==> config.mk <==
export PLATFORM = sky130hd
export DESIGN_NAME = button_hold_time_tracker_flat
export DESIGN_NICKNAME = d
export VERILOG_FILES = /design/src/design/bhtt_pkg.sv /design/src/design/bhtt_if.sv /design/src/design/bhtt_ram.sv /design/src/design/bhtt_engine.sv /design/src/design/button_hold_time_tracker.sv /design/src/flat_wrapper.sv
export VERILOG_INCLUDE_DIRS = /design/src /design/src/design
export SDC_FILE = /design/constraint.sdc
export NUM_CORES = 1
export LEC_CHECK = 0
export CORE_UTILIZATION = 30
export DETAILED_ROUTE_END_ITERATION = 10
export DONT_BUFFER_PORTS = 1
export SYNTH_ARGS = -nofsm -noshare
export SYNTH_HDL_FRONTEND = slang
export SYNTH_HIERARCHICAL = 1
export SYNTH_SLANG_ARGS = --single-unit
==> constraint.sdc <==
create_clock -name clk -period 7.95 [get_ports clk]
set_clock_uncertainty 0.15 [all_clocks]
set_input_delay 1.59 -clock clk [delete_from_list [all_inputs] [get_ports clk]]
set_output_delay 1.59 -clock clk [all_outputs]
set_load 0.01 [all_outputs]
==> src/design/button_hold_time_tracker_macros.svh <==
// button_hold_time_tracker_macros.svh: assertion macros used by the tracker engine
// no dependencies; expects clk and rst in the scope of each use
`ifndef BUTTON_HOLD_TIME_TRACKER_MACROS_SVH
`define BUTTON_HOLD_TIME_TRACKER_MACROS_SVH

// same-cycle implication, checked out of reset
`define BHTT_ASSERT_IMP(label, ante, cons, msg) \
  label: assert property (@(posedge clk) disable iff (rst) (ante) |-> (cons)) \
    else $error(msg);

// next-cycle implication, checked out of reset
`define BHTT_ASSERT_NXT(label, ante, cons, msg) \
  label: assert property (@(posedge clk) disable iff (rst) (ante) |=> (cons)) \
    else $error(msg);

`endif

==> src/design/bhtt_pkg.sv <==
// bhtt_pkg: types, codes and constants of the button hold time tracker
// no dependencies
`default_nettype none

package bhtt_pkg;

  // field widths
  localparam int BTN_W      = 2;
  localparam int KIND_W     = 2;
  localparam int MS_W       = 32;
  localparam int STEP_W     = 10;
  localparam int MARK_IDX_W = 2;
  localparam int CFG_IDX_W  = 2;

  // default sizes
  localparam int DEF_NUM_BUTTONS = 4;
  localparam int DEF_NUM_MARKS   = 2;

  // register values after reset
  localparam logic [MS_W-1:0]   RST_MARK_FIRST  = 32'd3000;
  localparam logic [MS_W-1:0]   RST_MARK_SECOND = 32'd10000;
  localparam logic [STEP_W-1:0] RST_POLL_STEP   = 10'd10;

  typedef enum logic [CFG_IDX_W-1:0] {
    REG_MARK_FIRST  = 2'd0,
    REG_MARK_SECOND = 2'd1,
    REG_POLL_STEP   = 2'd2
  } reg_index_t;

  typedef enum logic [KIND_W-1:0] {
    KIND_DOWN = 2'd0,
    KIND_HOLD = 2'd1,
    KIND_UP   = 2'd2
  } evt_kind_t;

  typedef enum logic [1:0] {
    S_IDLE,
    S_READ,
    S_EMIT
  } bhtt_state_t;

  // live configuration handed to the engine
  typedef struct packed {
    logic [MS_W-1:0]   mark_first;
    logic [MS_W-1:0]   mark_second;
    logic [STEP_W-1:0] poll_step;
  } cfg_t;

  // one button's entry in the state memory
  typedef struct packed {
    logic                  pressed;
    logic [MS_W-1:0]       held;
    logic [MARK_IDX_W-1:0] mark;
  } entry_t;

  localparam int ENTRY_W = $bits(entry_t);

endpackage

`default_nettype wire

==> src/design/bhtt_if.sv <==
// bhtt_tick_if, bhtt_evt_if: valid/ready channels for poll ticks and events
// depends on bhtt_pkg
`default_nettype none

interface bhtt_tick_if import bhtt_pkg::*; ();
  logic             valid;
  logic             ready;
  logic [BTN_W-1:0] button_index;
  logic             key_low;

  modport source (output valid, output button_index, output key_low, input ready);
  modport sink   (input valid, input button_index, input key_low, output ready);
endinterface

interface bhtt_evt_if import bhtt_pkg::*; ();
  logic              valid;
  logic              ready;
  logic [KIND_W-1:0] event_kind;
  logic [BTN_W-1:0]  event_button;
  logic [MS_W-1:0]   event_ms;
  logic              last_of_run;

  modport source (
    output valid, output event_kind, output event_button, output event_ms,
    output last_of_run, input ready
  );
  modport sink (
    input valid, input event_kind, input event_button, input event_ms,
    input last_of_run, output ready
  );
endinterface

`default_nettype wire

==> src/design/bhtt_ram.sv <==
// bhtt_ram: generic single-write, single-read ram with registered read data
// no dependencies
`default_nettype none

module bhtt_ram #(
  parameter int WIDTH = 8,
  parameter int DEPTH = 4,
  localparam int AW = (DEPTH > 1) ? $clog2(DEPTH) : 1
) (
  input  wire logic                 clk,
  input  wire logic                 we,
  input  wire logic [AW-1:0]        waddr,
  input  wire logic [WIDTH-1:0]     wdata,
  input  wire logic                 re,
  input  wire logic [AW-1:0]        raddr,
  output      logic [WIDTH-1:0]     rdata
);

  logic [WIDTH-1:0] mem [DEPTH];

  // write port
  always_ff @(posedge clk) begin
    if (we) begin
      mem[waddr] <= wdata;
    end
  end

  // registered read port
  always_ff @(posedge clk) begin
    if (re) begin
      rdata <= mem[raddr];
    end
  end

endmodule

`default_nettype wire

==> src/design/bhtt_engine.sv <==
// bhtt_engine: per-button read-modify-write sequencer and event output register
// depends on bhtt_pkg, bhtt_if, bhtt_ram and the tracker macro header
`default_nettype none

`include "button_hold_time_tracker_macros.svh"

module bhtt_engine import bhtt_pkg::*; #(
  parameter int NUM_BUTTONS = DEF_NUM_BUTTONS,
  parameter int NUM_MARKS   = DEF_NUM_MARKS
) (
  input  wire logic  clk,
  input  wire logic  rst,
  input  wire cfg_t  cfg,
  bhtt_tick_if.sink  tick,
  bhtt_evt_if.source evt
);
  localparam int AW = (NUM_BUTTONS > 1) ? $clog2(NUM_BUTTONS) : 1;
  localparam logic [6:0]            BTN_LIMIT = 7'(NUM_BUTTONS);
  localparam logic [MARK_IDX_W-1:0] MARK_LIMIT = MARK_IDX_W'(NUM_MARKS);

  bhtt_state_t state, state_next;

  // item registers
  logic [BTN_W-1:0]      btn_r;
  logic [AW-1:0]         addr_r;
  logic                  key_r;
  logic                  pressed_r;
  logic [MS_W-1:0]       held_r;
  logic [MARK_IDX_W-1:0] mark_r;
  logic                  down_pend;
  logic                  up_pend;

  // entry valid bits, cleared by reset
  logic [NUM_BUTTONS-1:0] valid;

  // output register
  logic              ev_valid;
  logic [KIND_W-1:0] ev_kind;
  logic [BTN_W-1:0]  ev_btn;
  logic [MS_W-1:0]   ev_ms;
  logic              ev_last;

  logic                  accept, in_range;
  logic                  ram_we;
  logic [ENTRY_W-1:0]    ram_rdata;
  entry_t                entry_rd, entry_wr;
  logic [MS_W-1:0]       base;
  logic [MS_W:0]         sum;
  logic [MS_W-1:0]       held_sat;
  logic [MARK_IDX_W-1:0] mark_nx;
  logic [MS_W-1:0]       mark_val_now, mark_val_then;
  logic                  hold_now, hold_then;
  logic                  any_pend, out_free, ev_go;
  evt_kind_t             go_kind;
  logic [MS_W-1:0]       go_ms;
  logic                  go_last;

  // state memory
  assign entry_wr = '{pressed: pressed_r, held: held_r, mark: mark_r};

  bhtt_ram #(
    .WIDTH (ENTRY_W),
    .DEPTH (NUM_BUTTONS)
  ) u_ram (
    .clk   (clk),
    .we    (ram_we),
    .waddr (addr_r),
    .wdata (entry_wr),
    .re    (accept),
    .raddr (AW'(tick.button_index)),
    .rdata (ram_rdata)
  );

  // entry never written reads as released
  assign entry_rd = valid[addr_r] ? entry_t'(ram_rdata) : '0;

  // saturating held time update
  assign base     = entry_rd.pressed ? entry_rd.held : '0;
  assign sum      = {1'b0, base} + (MS_W+1)'(cfg.poll_step);
  assign held_sat = sum[MS_W] ? '1 : sum[MS_W-1:0];

  // hold mark checks for the current and the following mark
  assign mark_nx       = mark_r + 1'b1;
  assign mark_val_now  = (mark_r == '0) ? cfg.mark_first : cfg.mark_second;
  assign mark_val_then = (mark_nx == '0) ? cfg.mark_first : cfg.mark_second;
  assign hold_now      = pressed_r && (mark_r < MARK_LIMIT) && (held_r >= mark_val_now);
  assign hold_then     = pressed_r && (mark_nx < MARK_LIMIT) && (held_r >= mark_val_then);

  assign any_pend = down_pend || hold_now || up_pend;
  assign out_free = !ev_valid || evt.ready;
  assign ev_go    = (state == S_EMIT) && any_pend && out_free;
  assign ram_we   = (state == S_EMIT) && !any_pend;

  assign tick.ready = (state == S_IDLE);
  assign accept     = tick.valid && tick.ready;
  assign in_range   = {5'd0, tick.button_index} < BTN_LIMIT;

  // next event word: down, then holds in mark order, then up
  always_comb begin
    go_kind = KIND_UP;
    go_ms   = held_r;
    go_last = 1'b1;
    if (down_pend) begin
      go_kind = KIND_DOWN;
      go_ms   = '0;
      go_last = !hold_now;
    end else if (hold_now) begin
      go_kind = KIND_HOLD;
      go_ms   = mark_val_now;
      go_last = !hold_then;
    end
  end

  // state register
  always_ff @(posedge clk) begin
    if (rst) begin
      state <= S_IDLE;
    end else begin
      state <= state_next;
    end
  end

  // next state
  always_comb begin
    state_next = state;
    case (state)
      S_IDLE: begin
        if (accept && in_range) begin
          state_next = S_READ;
        end
      end
      S_READ: begin
        if (key_r || entry_rd.pressed) begin
          state_next = S_EMIT;
        end else begin
          state_next = S_IDLE;
        end
      end
      S_EMIT: begin
        if (!any_pend) begin
          state_next = S_IDLE;
        end
      end
      default: state_next = S_IDLE;
    endcase
  end

  // item datapath
  always_ff @(posedge clk) begin
    if (accept) begin
      btn_r  <= tick.button_index;
      addr_r <= AW'(tick.button_index);
      key_r  <= tick.key_low;
    end
    if (state == S_READ) begin
      if (key_r) begin
        pressed_r <= 1'b1;
        held_r    <= held_sat;
        mark_r    <= entry_rd.pressed ? entry_rd.mark : '0;
      end else begin
        pressed_r <= 1'b0;
        held_r    <= entry_rd.held;
        mark_r    <= entry_rd.mark;
      end
    end else if (ev_go && !down_pend && hold_now) begin
      mark_r <= mark_nx;
    end
  end

  // pending event flags
  always_ff @(posedge clk) begin
    if (rst) begin
      down_pend <= 1'b0;
      up_pend   <= 1'b0;
    end else if (state == S_READ) begin
      down_pend <= key_r && !entry_rd.pressed;
      up_pend   <= !key_r && entry_rd.pressed;
    end else if (ev_go) begin
      if (down_pend) begin
        down_pend <= 1'b0;
      end else if (!hold_now) begin
        up_pend <= 1'b0;
      end
    end
  end

  // entry valid bits
  always_ff @(posedge clk) begin
    if (rst) begin
      valid <= '0;
    end else if (ram_we) begin
      valid[addr_r] <= 1'b1;
    end
  end

  // output word register
  always_ff @(posedge clk) begin
    if (rst) begin
      ev_valid <= 1'b0;
    end else if (ev_go) begin
      ev_valid <= 1'b1;
    end else if (evt.ready) begin
      ev_valid <= 1'b0;
    end
  end

  always_ff @(posedge clk) begin
    if (ev_go) begin
      ev_kind <= go_kind;
      ev_btn  <= btn_r;
      ev_ms   <= go_ms;
      ev_last <= go_last;
    end
  end

  assign evt.valid        = ev_valid;
  assign evt.event_kind   = ev_kind;
  assign evt.event_button = ev_btn;
  assign evt.event_ms     = ev_ms;
  assign evt.last_of_run  = ev_last;

  // checks
  `BHTT_ASSERT_IMP(a_pend_excl, 1'b1, !(down_pend && up_pend), "down and up both pending")
  `BHTT_ASSERT_IMP(a_idle_clean, state == S_IDLE, !down_pend && !up_pend, "pending word in idle")
  `BHTT_ASSERT_IMP(a_hold_pressed, hold_now, pressed_r && !up_pend, "hold on released button")
  `BHTT_ASSERT_NXT(a_wb_idle, ram_we, state == S_IDLE && !ev_go, "write back not ending item")
  `BHTT_ASSERT_NXT(a_take_read, accept && in_range, state == S_READ, "accepted tick not read")

endmodule

`default_nettype wire

==> src/design/button_hold_time_tracker.sv <==
// Button hold time tracker: per-button press, hold mark and release events.
// An in-range tick reads its button's entry in the cycle after acceptance (S_READ); S_EMIT
// then registers its event words on evt, one word per cycle while the output register is free.
// An item ends with the entry write-back, or after the read for a release on a released button;
// new ticks wait until it ends. It uses the state memory read, write-back and one output register.
// Reset: config to 3000/10000/10 ms, all buttons released at once via valid bits.
// depends on bhtt_pkg, bhtt_if, bhtt_engine
`default_nettype none

module button_hold_time_tracker import bhtt_pkg::*; #(
  parameter int NUM_BUTTONS = DEF_NUM_BUTTONS,
  parameter int NUM_MARKS   = DEF_NUM_MARKS
) (
  input  wire logic                 clk,
  input  wire logic                 rst,
  input  wire logic                 cfg_we,
  input  wire logic [CFG_IDX_W-1:0] cfg_index,
  input  wire logic [MS_W-1:0]      cfg_data,
  bhtt_tick_if.sink                 tick,
  bhtt_evt_if.source                evt
);

  cfg_t cfg;

  // configuration registers
  always_ff @(posedge clk) begin
    if (rst) begin
      cfg.mark_first  <= RST_MARK_FIRST;
      cfg.mark_second <= RST_MARK_SECOND;
      cfg.poll_step   <= RST_POLL_STEP;
    end else if (cfg_we) begin
      case (reg_index_t'(cfg_index))
        REG_MARK_FIRST:  cfg.mark_first  <= cfg_data;
        REG_MARK_SECOND: cfg.mark_second <= cfg_data;
        REG_POLL_STEP:   cfg.poll_step   <= cfg_data[STEP_W-1:0];
        default: ;
      endcase
    end
  end

  bhtt_engine #(
    .NUM_BUTTONS (NUM_BUTTONS),
    .NUM_MARKS   (NUM_MARKS)
  ) u_engine (
    .clk  (clk),
    .rst  (rst),
    .cfg  (cfg),
    .tick (tick),
    .evt  (evt)
  );

endmodule

`default_nettype wire
==> src/flat_wrapper.sv <==
// flat-port wrapper written by rule: the top's interface ports become plain ports
module button_hold_time_tracker_flat import bhtt_pkg::*;
#(
  parameter int NUM_BUTTONS = DEF_NUM_BUTTONS,
  parameter int NUM_MARKS   = DEF_NUM_MARKS
)
  (clk, rst, cfg_we, cfg_index, cfg_data, tick_valid, tick_button_index, tick_key_low, tick_ready, evt_valid, evt_event_kind, evt_event_button, evt_event_ms, evt_last_of_run, evt_ready);
  bhtt_tick_if tick_i ();
  bhtt_evt_if evt_i ();
  input  wire logic clk;
  input  wire logic rst;
  input  wire logic cfg_we;
  input  wire logic [CFG_IDX_W-1:0] cfg_index;
  input  wire logic [MS_W-1:0] cfg_data;
  input wire logic [$bits(tick_i.valid)-1:0] tick_valid;
  input wire logic [$bits(tick_i.button_index)-1:0] tick_button_index;
  input wire logic [$bits(tick_i.key_low)-1:0] tick_key_low;
  output wire logic [$bits(tick_i.ready)-1:0] tick_ready;
  output wire logic [$bits(evt_i.valid)-1:0] evt_valid;
  output wire logic [$bits(evt_i.event_kind)-1:0] evt_event_kind;
  output wire logic [$bits(evt_i.event_button)-1:0] evt_event_button;
  output wire logic [$bits(evt_i.event_ms)-1:0] evt_event_ms;
  output wire logic [$bits(evt_i.last_of_run)-1:0] evt_last_of_run;
  input wire logic [$bits(evt_i.ready)-1:0] evt_ready;
  assign tick_i.valid = tick_valid;
  assign tick_i.button_index = tick_button_index;
  assign tick_i.key_low = tick_key_low;
  assign tick_ready = tick_i.ready;
  assign evt_valid = evt_i.valid;
  assign evt_event_kind = evt_i.event_kind;
  assign evt_event_button = evt_i.event_button;
  assign evt_event_ms = evt_i.event_ms;
  assign evt_last_of_run = evt_i.last_of_run;
  assign evt_i.ready = evt_ready;
  button_hold_time_tracker #(.NUM_BUTTONS(NUM_BUTTONS), .NUM_MARKS(NUM_MARKS)) u_core (.clk(clk), .rst(rst), .cfg_we(cfg_we), .cfg_index(cfg_index), .cfg_data(cfg_data), .tick(tick_i), .evt(evt_i));
endmodule
### Yosys cells after proc, flatten, opt, wreduce, memory -nomap -nowiden

Memory sizes are Yosys's and may differ from the RTL's. A register that Yosys moved wholly into a read port is not among the register bits.
Cells that the tools add are included.

* memories kept: 1
* logic and storage cells: 104
* bits in writable memories: 140
* bits in registers: 158
* output and inout port bits: 39

* multiplexer cells: 33
* magnitude comparators: 6
* bitwise gates (word level): 1
* add/subtract/negate cells: 2
* equal/unequal tests: 8
* reduce and logical (&&, ||, !) cells: 36

Memory list
* u_core.u_engine.u_ram.mem: words 4, width 35, read ports 1, clocked after Yosys merged registers in 1, write ports 1, RTL line bhtt_ram.sv:19 `logic [WIDTH-1:0] mem [DEPTH];`

Operators by type and width (count)
* two-way mux 32 bit: 6
* greater-or-equal comparator 32 bit: 2
* two-way mux 35 bit: 1
* adder 32 x 10 -> 33 bit: 1
* two-way mux 2 bit: 8
* two-way mux 1 bit: 15
* logical AND 1 bit: 13
* zero test 2 bit: 4
* AND reduction 2 bit: 4
* zero test 1 bit: 7
* != test 2 x 1 -> 1 bit, second input constant: 3
* case mux 2 bit (3 select lines): 1
* nonzero test 2 bit: 3
* == test 2 x 1 -> 1 bit, second input constant: 2
* == test 2 bit, second input constant: 2
* logical OR 1 bit: 4
* less-than comparator 2 bit, second input constant: 2
* bitwise OR 4 bit: 1
* less-than comparator 2 x 3 -> 1 bit, second input constant: 1
* AND reduction 3 bit: 1
* adder 2 x 1 -> 2 bit, second input constant: 1
* binary-select mux 1 bit (select 2 bit): 1
* demux 1 bit (select 2 bit): 1
* greater-or-equal comparator 2 x 1 -> 1 bit, second input constant: 1
* != test 2 bit, second input constant: 1

### Longest topological paths before layout

* word-level depth: 12
* depth in mapped cells: 16
* mapped depth without buffers: 12

### By module

Netlist, hierarchy kept.

By module, submodules not included
* bhtt_engine: area an instance 6927.9 µm², cells each 724, instances 1, seq. area each 2432.3 µm²
* bhtt_ram: area an instance 6184.7 µm², cells each 222, instances 1, seq. area each 5255.0 µm²
* button_hold_time_tracker: area an instance 3061.7 µm², cells each 292, instances 1, seq. area each 1481.4 µm²

### Worst setup path after synthesis

No wires, ideal clock.

* path type: flip-flop to flip-flop
* start point: reg u_core.u_engine.mark_r[0]
* end point: mem u_core/u_engine/u_ram/mem[0][0] (netlist name), enable pin
* required time: 7.322 ns
* clock period less this slack: 6.361 ns
* cell stages (with the launch flop): 15
* arrival time: 5.733 ns
* slack: 1.589 ns
* path through: edfxtp_1 inv_1 ha_1 clkbuf_1 clkbuf_1 mux2i_1 ha_1 and3_1 a211oi_1 o211ai_1 a211o_1 a31oi_2 nand3_1 inv_1 nor3b_1

* cells in the longest elaborated chain, start to end: 10
* elaborated cells on any way between the ends: 12
* classes of those cells: 2 x order compare; 3 x mux; 7 x reduce/logical

RTL lines
* start: declaration: RTL line bhtt_engine.sv:29 `logic [MARK_IDX_W-1:0] mark_r;`
* start signal: assignment: RTL line bhtt_engine.sv:159 `mark_r <= entry_rd.pressed ? entry_rd.mark : '0;`
* start signal: assignment: RTL line bhtt_engine.sv:163 `mark_r <= entry_rd.mark;`
* start signal: assignment: RTL line bhtt_engine.sv:166 `mark_r <= mark_nx;`
* zero test 2 bit: RTL line bhtt_engine.sv:84 `assign mark_val_now = (mark_r == '0) ? cfg.mark_first : cfg.mark_second;`
* two-way mux 32 bit: RTL line bhtt_engine.sv:84
* greater-or-equal comparator 32 bit: RTL line bhtt_engine.sv:86 `assign hold_now = pressed_r && (mark_r < MARK_LIMIT) && (held_r >= mark_val_now);`
* logical AND 1 bit (*): RTL line bhtt_engine.sv:86
* logical OR 1 bit (*) (2 in a row): RTL line bhtt_engine.sv:89 `assign any_pend = down_pend || hold_now || up_pend;`
* zero test 1 bit (*)
* logical AND 1 bit (*): RTL line bhtt_engine.sv:92 `assign ram_we = (state == S_EMIT) && !any_pend;`
* net u_core.u_engine.ram_we: RTL line bhtt_engine.sv:44 `logic ram_we;`
* two-way mux 1 bit (*): RTL line bhtt_ram.sv:23 `if (we) begin`
* two-way mux 1 bit (not written as such) (*): RTL line bhtt_ram.sv:24 `mem[waddr] <= wdata;`
* end: declaration: RTL line bhtt_ram.sv:19

Mark *: on every way through the listed nets, which the timed path passes. The rest lies on a longest branch.

### Worst setup path after layout

* start point: reg u_core.u_engine.mark_r[0]
* end point: mem u_core/u_engine/u_ram/mem[0][23] (netlist name), enable pin

The elaborated chain is that of the path after synthesis.

==> reports/metrics.yaml <==
clock_tree:
  tritoncts: "built"
  cts_post_setup_buffers_inserted: 0
  worst_setup_hold_path_clk_slew_ns: 0.06
  clock_sink_count: 333
  worst_skew_pair.late_latency_ns: 0.55
  cts_inserted_buffers: 36
  resize_count_post_cts: 0
  ctsHtreeMaxLevel: 2
  cts.hold.buffers_added: 0
  cts.path.max_buffers: 3
  clockRootBuffer: "sky130_fd_sc_hd__clkbuf_16"
power:
  comb_power_share: 0.057
  power.net_switching_mw: 0.875
  internal_power_mw: 3.08
  vdd_drop_max_mv: 0.127
  power.density_mw_per_mm2: 219
  clkPwrFrac: 0.446
  p_leak_nw: 6.38
  power_frac_seq: 0.497
  netSwitchingFraction: 0.221
setup_path:
  crit_path_start_kind: "register"
  critical_path_peak_fanout: 35
  crit_type: "register to register"
  critPathCaptureType: "register"
  timing.critical_path.required_ns: 7.97
  critical_path_arrival_ns: 4.90
place:
  dp_hpwl_um: 26900
  preCtsSetupSlack_ns: 3.13
  dp.cells: 1873
  gp_routability_congestion: 0.833
  buffer_ports.inserted: 0
yosys:
  synth.yosys.seq_area_share: 0.567
  yosys_most_used_dff: "sky130_fd_sc_hd__edfxtp_1"
  synth_cell_types: 78
  netlist_top_cells_area: "sky130_fd_sc_hd__edfxtp_1 (46%), sky130_fd_sc_hd__dfxtp_1 (10%), sky130_fd_sc_hd__mux2i_1 (8.5%)"
  synth.yosys.warnings: 6
  post_synth_inst_count: 1238
  mappedNetlistNets: 1357
  area_share_of_the_largest_cell_type_after_synthesis: 0.464
  synth.avg_cell_area_um2: 13.1
  synth-edff-count: 250
  synth_async_sr_flop_share: 0
  yosys.area.top_type: "sky130_fd_sc_hd__edfxtp_1"
  ys_ff_latch: 333
  synth.cell_area_mm2: 0.0162
cells_and_area:
  finalCoreUtilization: 0.341
  drive_gt1_frac: 0.130
  most_common_cell_after_layout_fill_and_taps_aside: "sky130_fd_sc_hd__edfxtp_1"
  mostFrequentLayoutCells: "sky130_fd_sc_hd__edfxtp_1 (250), sky130_fd_sc_hd__mux2i_1 (138), sky130_fd_sc_hd__nand2b_1 (101), sky130_fd_sc_hd__dfxtp_1 (83), sky130_fd_sc_hd__a21oi_1 (83)"
  final_stage_net_count: 1342
  final_cell_count_no_fill: 1939
  insertedDiodeCount: 0
  num-fill-cells: 5104
  layout-area-overhead-vs-synth_pct: 11.6
sta:
  post-route-worst-setup-slack_ns: 3.07
  final_hold_viol_count: 0
  drv_slew: 0
  finalSetupViolCount: 0
  fmaxAchievable_ghz: 0.205
  final_min_period_over_clock_period: 0.614
  finalSetupTns_ns: 0
  timing_worst_slew_pin_value_ns: 1.10
  min_period_ns: 4.88
  grt_setup_unrepaired: "false"
  timing.slew.headroom: 0.266
global_routing:
  grt_antenna_before_repair: 0
  globalRoute.totalOverflow: 0
  wire_length_of_the_first_global_routing_pass_um: 59500
  track_usage: 0.144
  grt_max_degree: 130
  via_count_of_the_first_global_routing_pass: 9718
detailed_routing:
  via_per_inst: 5.04
  routedWlPerCell_um: 20.1
  detail_route.iter0.violations: 706
  postRouteWirelength_um: 38900
  antenna_left: 0
  routed-via-count: 9775
  detailedRoute.firstPassIterationCount: 5
  remaining_drc_errors: 0
floorplanning:
  rows: 84
  die-area_mm2: 0.0548
  die-width_um: 234
  die_height_um: 234
  num_io_pins: 81
  floorplan.initialDensity: 0.306
  design.core.area_mm2: 0.0529
outcome:
  status: "finished, final reports clean"
job:
  drv.max_cap_violation_count: 0
min_path:
  hold_path_class: "register to register"
[cell families after synthesis]
logic type      share of synthesized area
compound gates                     0.0804
xor+xnor                          0.00379
fa+ha+maj                          0.0600
buf+inv                            0.0283
flops                               0.567
mux                                 0.138
simple gates                        0.123
[synthesized netlist by cell type, drive strengths merged, types with 2 or more instances]
cell type and count:
o22ai 6, a211oi 11, o21a 4, a21o 21
o31ai 2, o311ai 2, dfxtp 83, clkbuf 40
a21boi 4, and3 21, nand2b 101, o211ai 8
nand2 72, nor3b 3, ha 76, nand4 10
nand3b 4, or2 32, a31oi 9, mux2i 138
a21oi 84, o21ai 35, inv 20, and4 7
and2 3, a32o 2, nor2b 8, nand3 31
edfxtp 250, xnor2 4, mux4 36, and3b 4
or3b 5, and4b 2, xor2 3, o221ai 3
a211o 2, a2111oi 2, mux2 2, nor2 42
buf 28, nor3 5
[metal layers]
metal	track usage	vias up	wire [um]
met5	0	-	0
met4	0.0556	0	1120
met3	0.0311	58	2310
met2	0.225	246	18000
met1	0.192	4835	17500
li1	-	4636	-
[state kept, by name (all words and copies together) (netlist names)]
signal                            cells
u_core/cfg                           74
u_core/u_engine/u_ram/rdata          35
u_core/u_engine/state                 2
u_core/u_engine/up_pend               1
u_core/u_engine/evt.event_ms         32
u_core/u_engine/evt.event_kind        2
u_core/u_engine/evt.last_of_run       1
u_core/u_engine/evt.event_button      2
u_core/u_engine/pressed_r             1
u_core/u_engine/down_pend             1
u_core/u_engine/addr_r                2
u_core/u_engine/held_r               32
u_core/u_engine/evt.valid             1
u_core/u_engine/valid                 4
u_core/u_engine/key_r                 1
u_core/u_engine/u_ram/mem           140
u_core/u_engine/mark_r                2
[power groups by stage]
stage,Combinational [mW],Sequential [mW],Clock [mW]
after floorplan,0.194,1.98,0
after global placement,0.222,2.00,0
after detailed placement,0.228,2.00,0
after CTS,0.229,1.96,1.80
after global routing,0.251,1.97,1.87
final,0.226,1.96,1.76
[stage by stage]
| step | hold WS, ns | cell area, um^2 | power (mW) |
|---|---|---|---|
| 2_1_floorplan | 0.273 | 16200 | 2.17 |
| 3_3_place_gp | 0.308 | 16800 | 2.22 |
| 3_5_place_dp | 0.301 | 16800 | 2.23 |
| 4_1_cts | 0.322 | 18100 | 4.00 |
| 5_1_grt | 0.339 | 18100 | 4.09 |
| 6_report | 0.325 | 18100 | 3.95 |
[path summary, 6_finish.rpt]
| kind | from | end | slack [ns] | depth (start not counted) |
|---|---|---|---|---|
| worst max-delay path | u_core/u_engine/mark_r[0] | u_core/u_engine/u_ram/mem[0][23] | 3.07 | 12 |
| worst min-delay path | u_core/u_engine/valid[3] | u_core/u_engine/valid[3] | 0.32 | 2 |
| worst max register to register | u_core/u_engine/mark_r[0] | u_core/u_engine/u_ram/mem[0][23] | 3.07 | 12 |
| worst min register to register | u_core/u_engine/valid[3] | u_core/u_engine/valid[3] | 0.32 | 2 |
[critical path, cell delays in order (launching register included)]
cell                        delay, ns
sky130_fd_sc_hd__edfxtp_1        0.49
sky130_fd_sc_hd__inv_1           0.10
sky130_fd_sc_hd__ha_2            0.53
sky130_fd_sc_hd__mux2i_1         0.41
sky130_fd_sc_hd__ha_1            0.31
sky130_fd_sc_hd__and4_1          0.21
sky130_fd_sc_hd__a221oi_1        0.70
sky130_fd_sc_hd__o2bb2ai_1       0.23
sky130_fd_sc_hd__a31oi_4         0.28
sky130_fd_sc_hd__nand3_1         0.23
sky130_fd_sc_hd__inv_1           0.15
sky130_fd_sc_hd__nor3b_2         0.17
sky130_fd_sc_hd__buf_4           0.51
[cell type report]
class,count,area [um^2],share of cell area
tap,688,861,0.0477
clock inverter,20,250,0.0139
sequential,333,9170,0.508
clock buffer,46,1000,0.0554
multi-input combinational,817,6590,0.365
inverter,20,75.1,0.00416
timing repair buffer,15,113,0.00624
No activity file was read; power rests on OpenSTA's default activity.
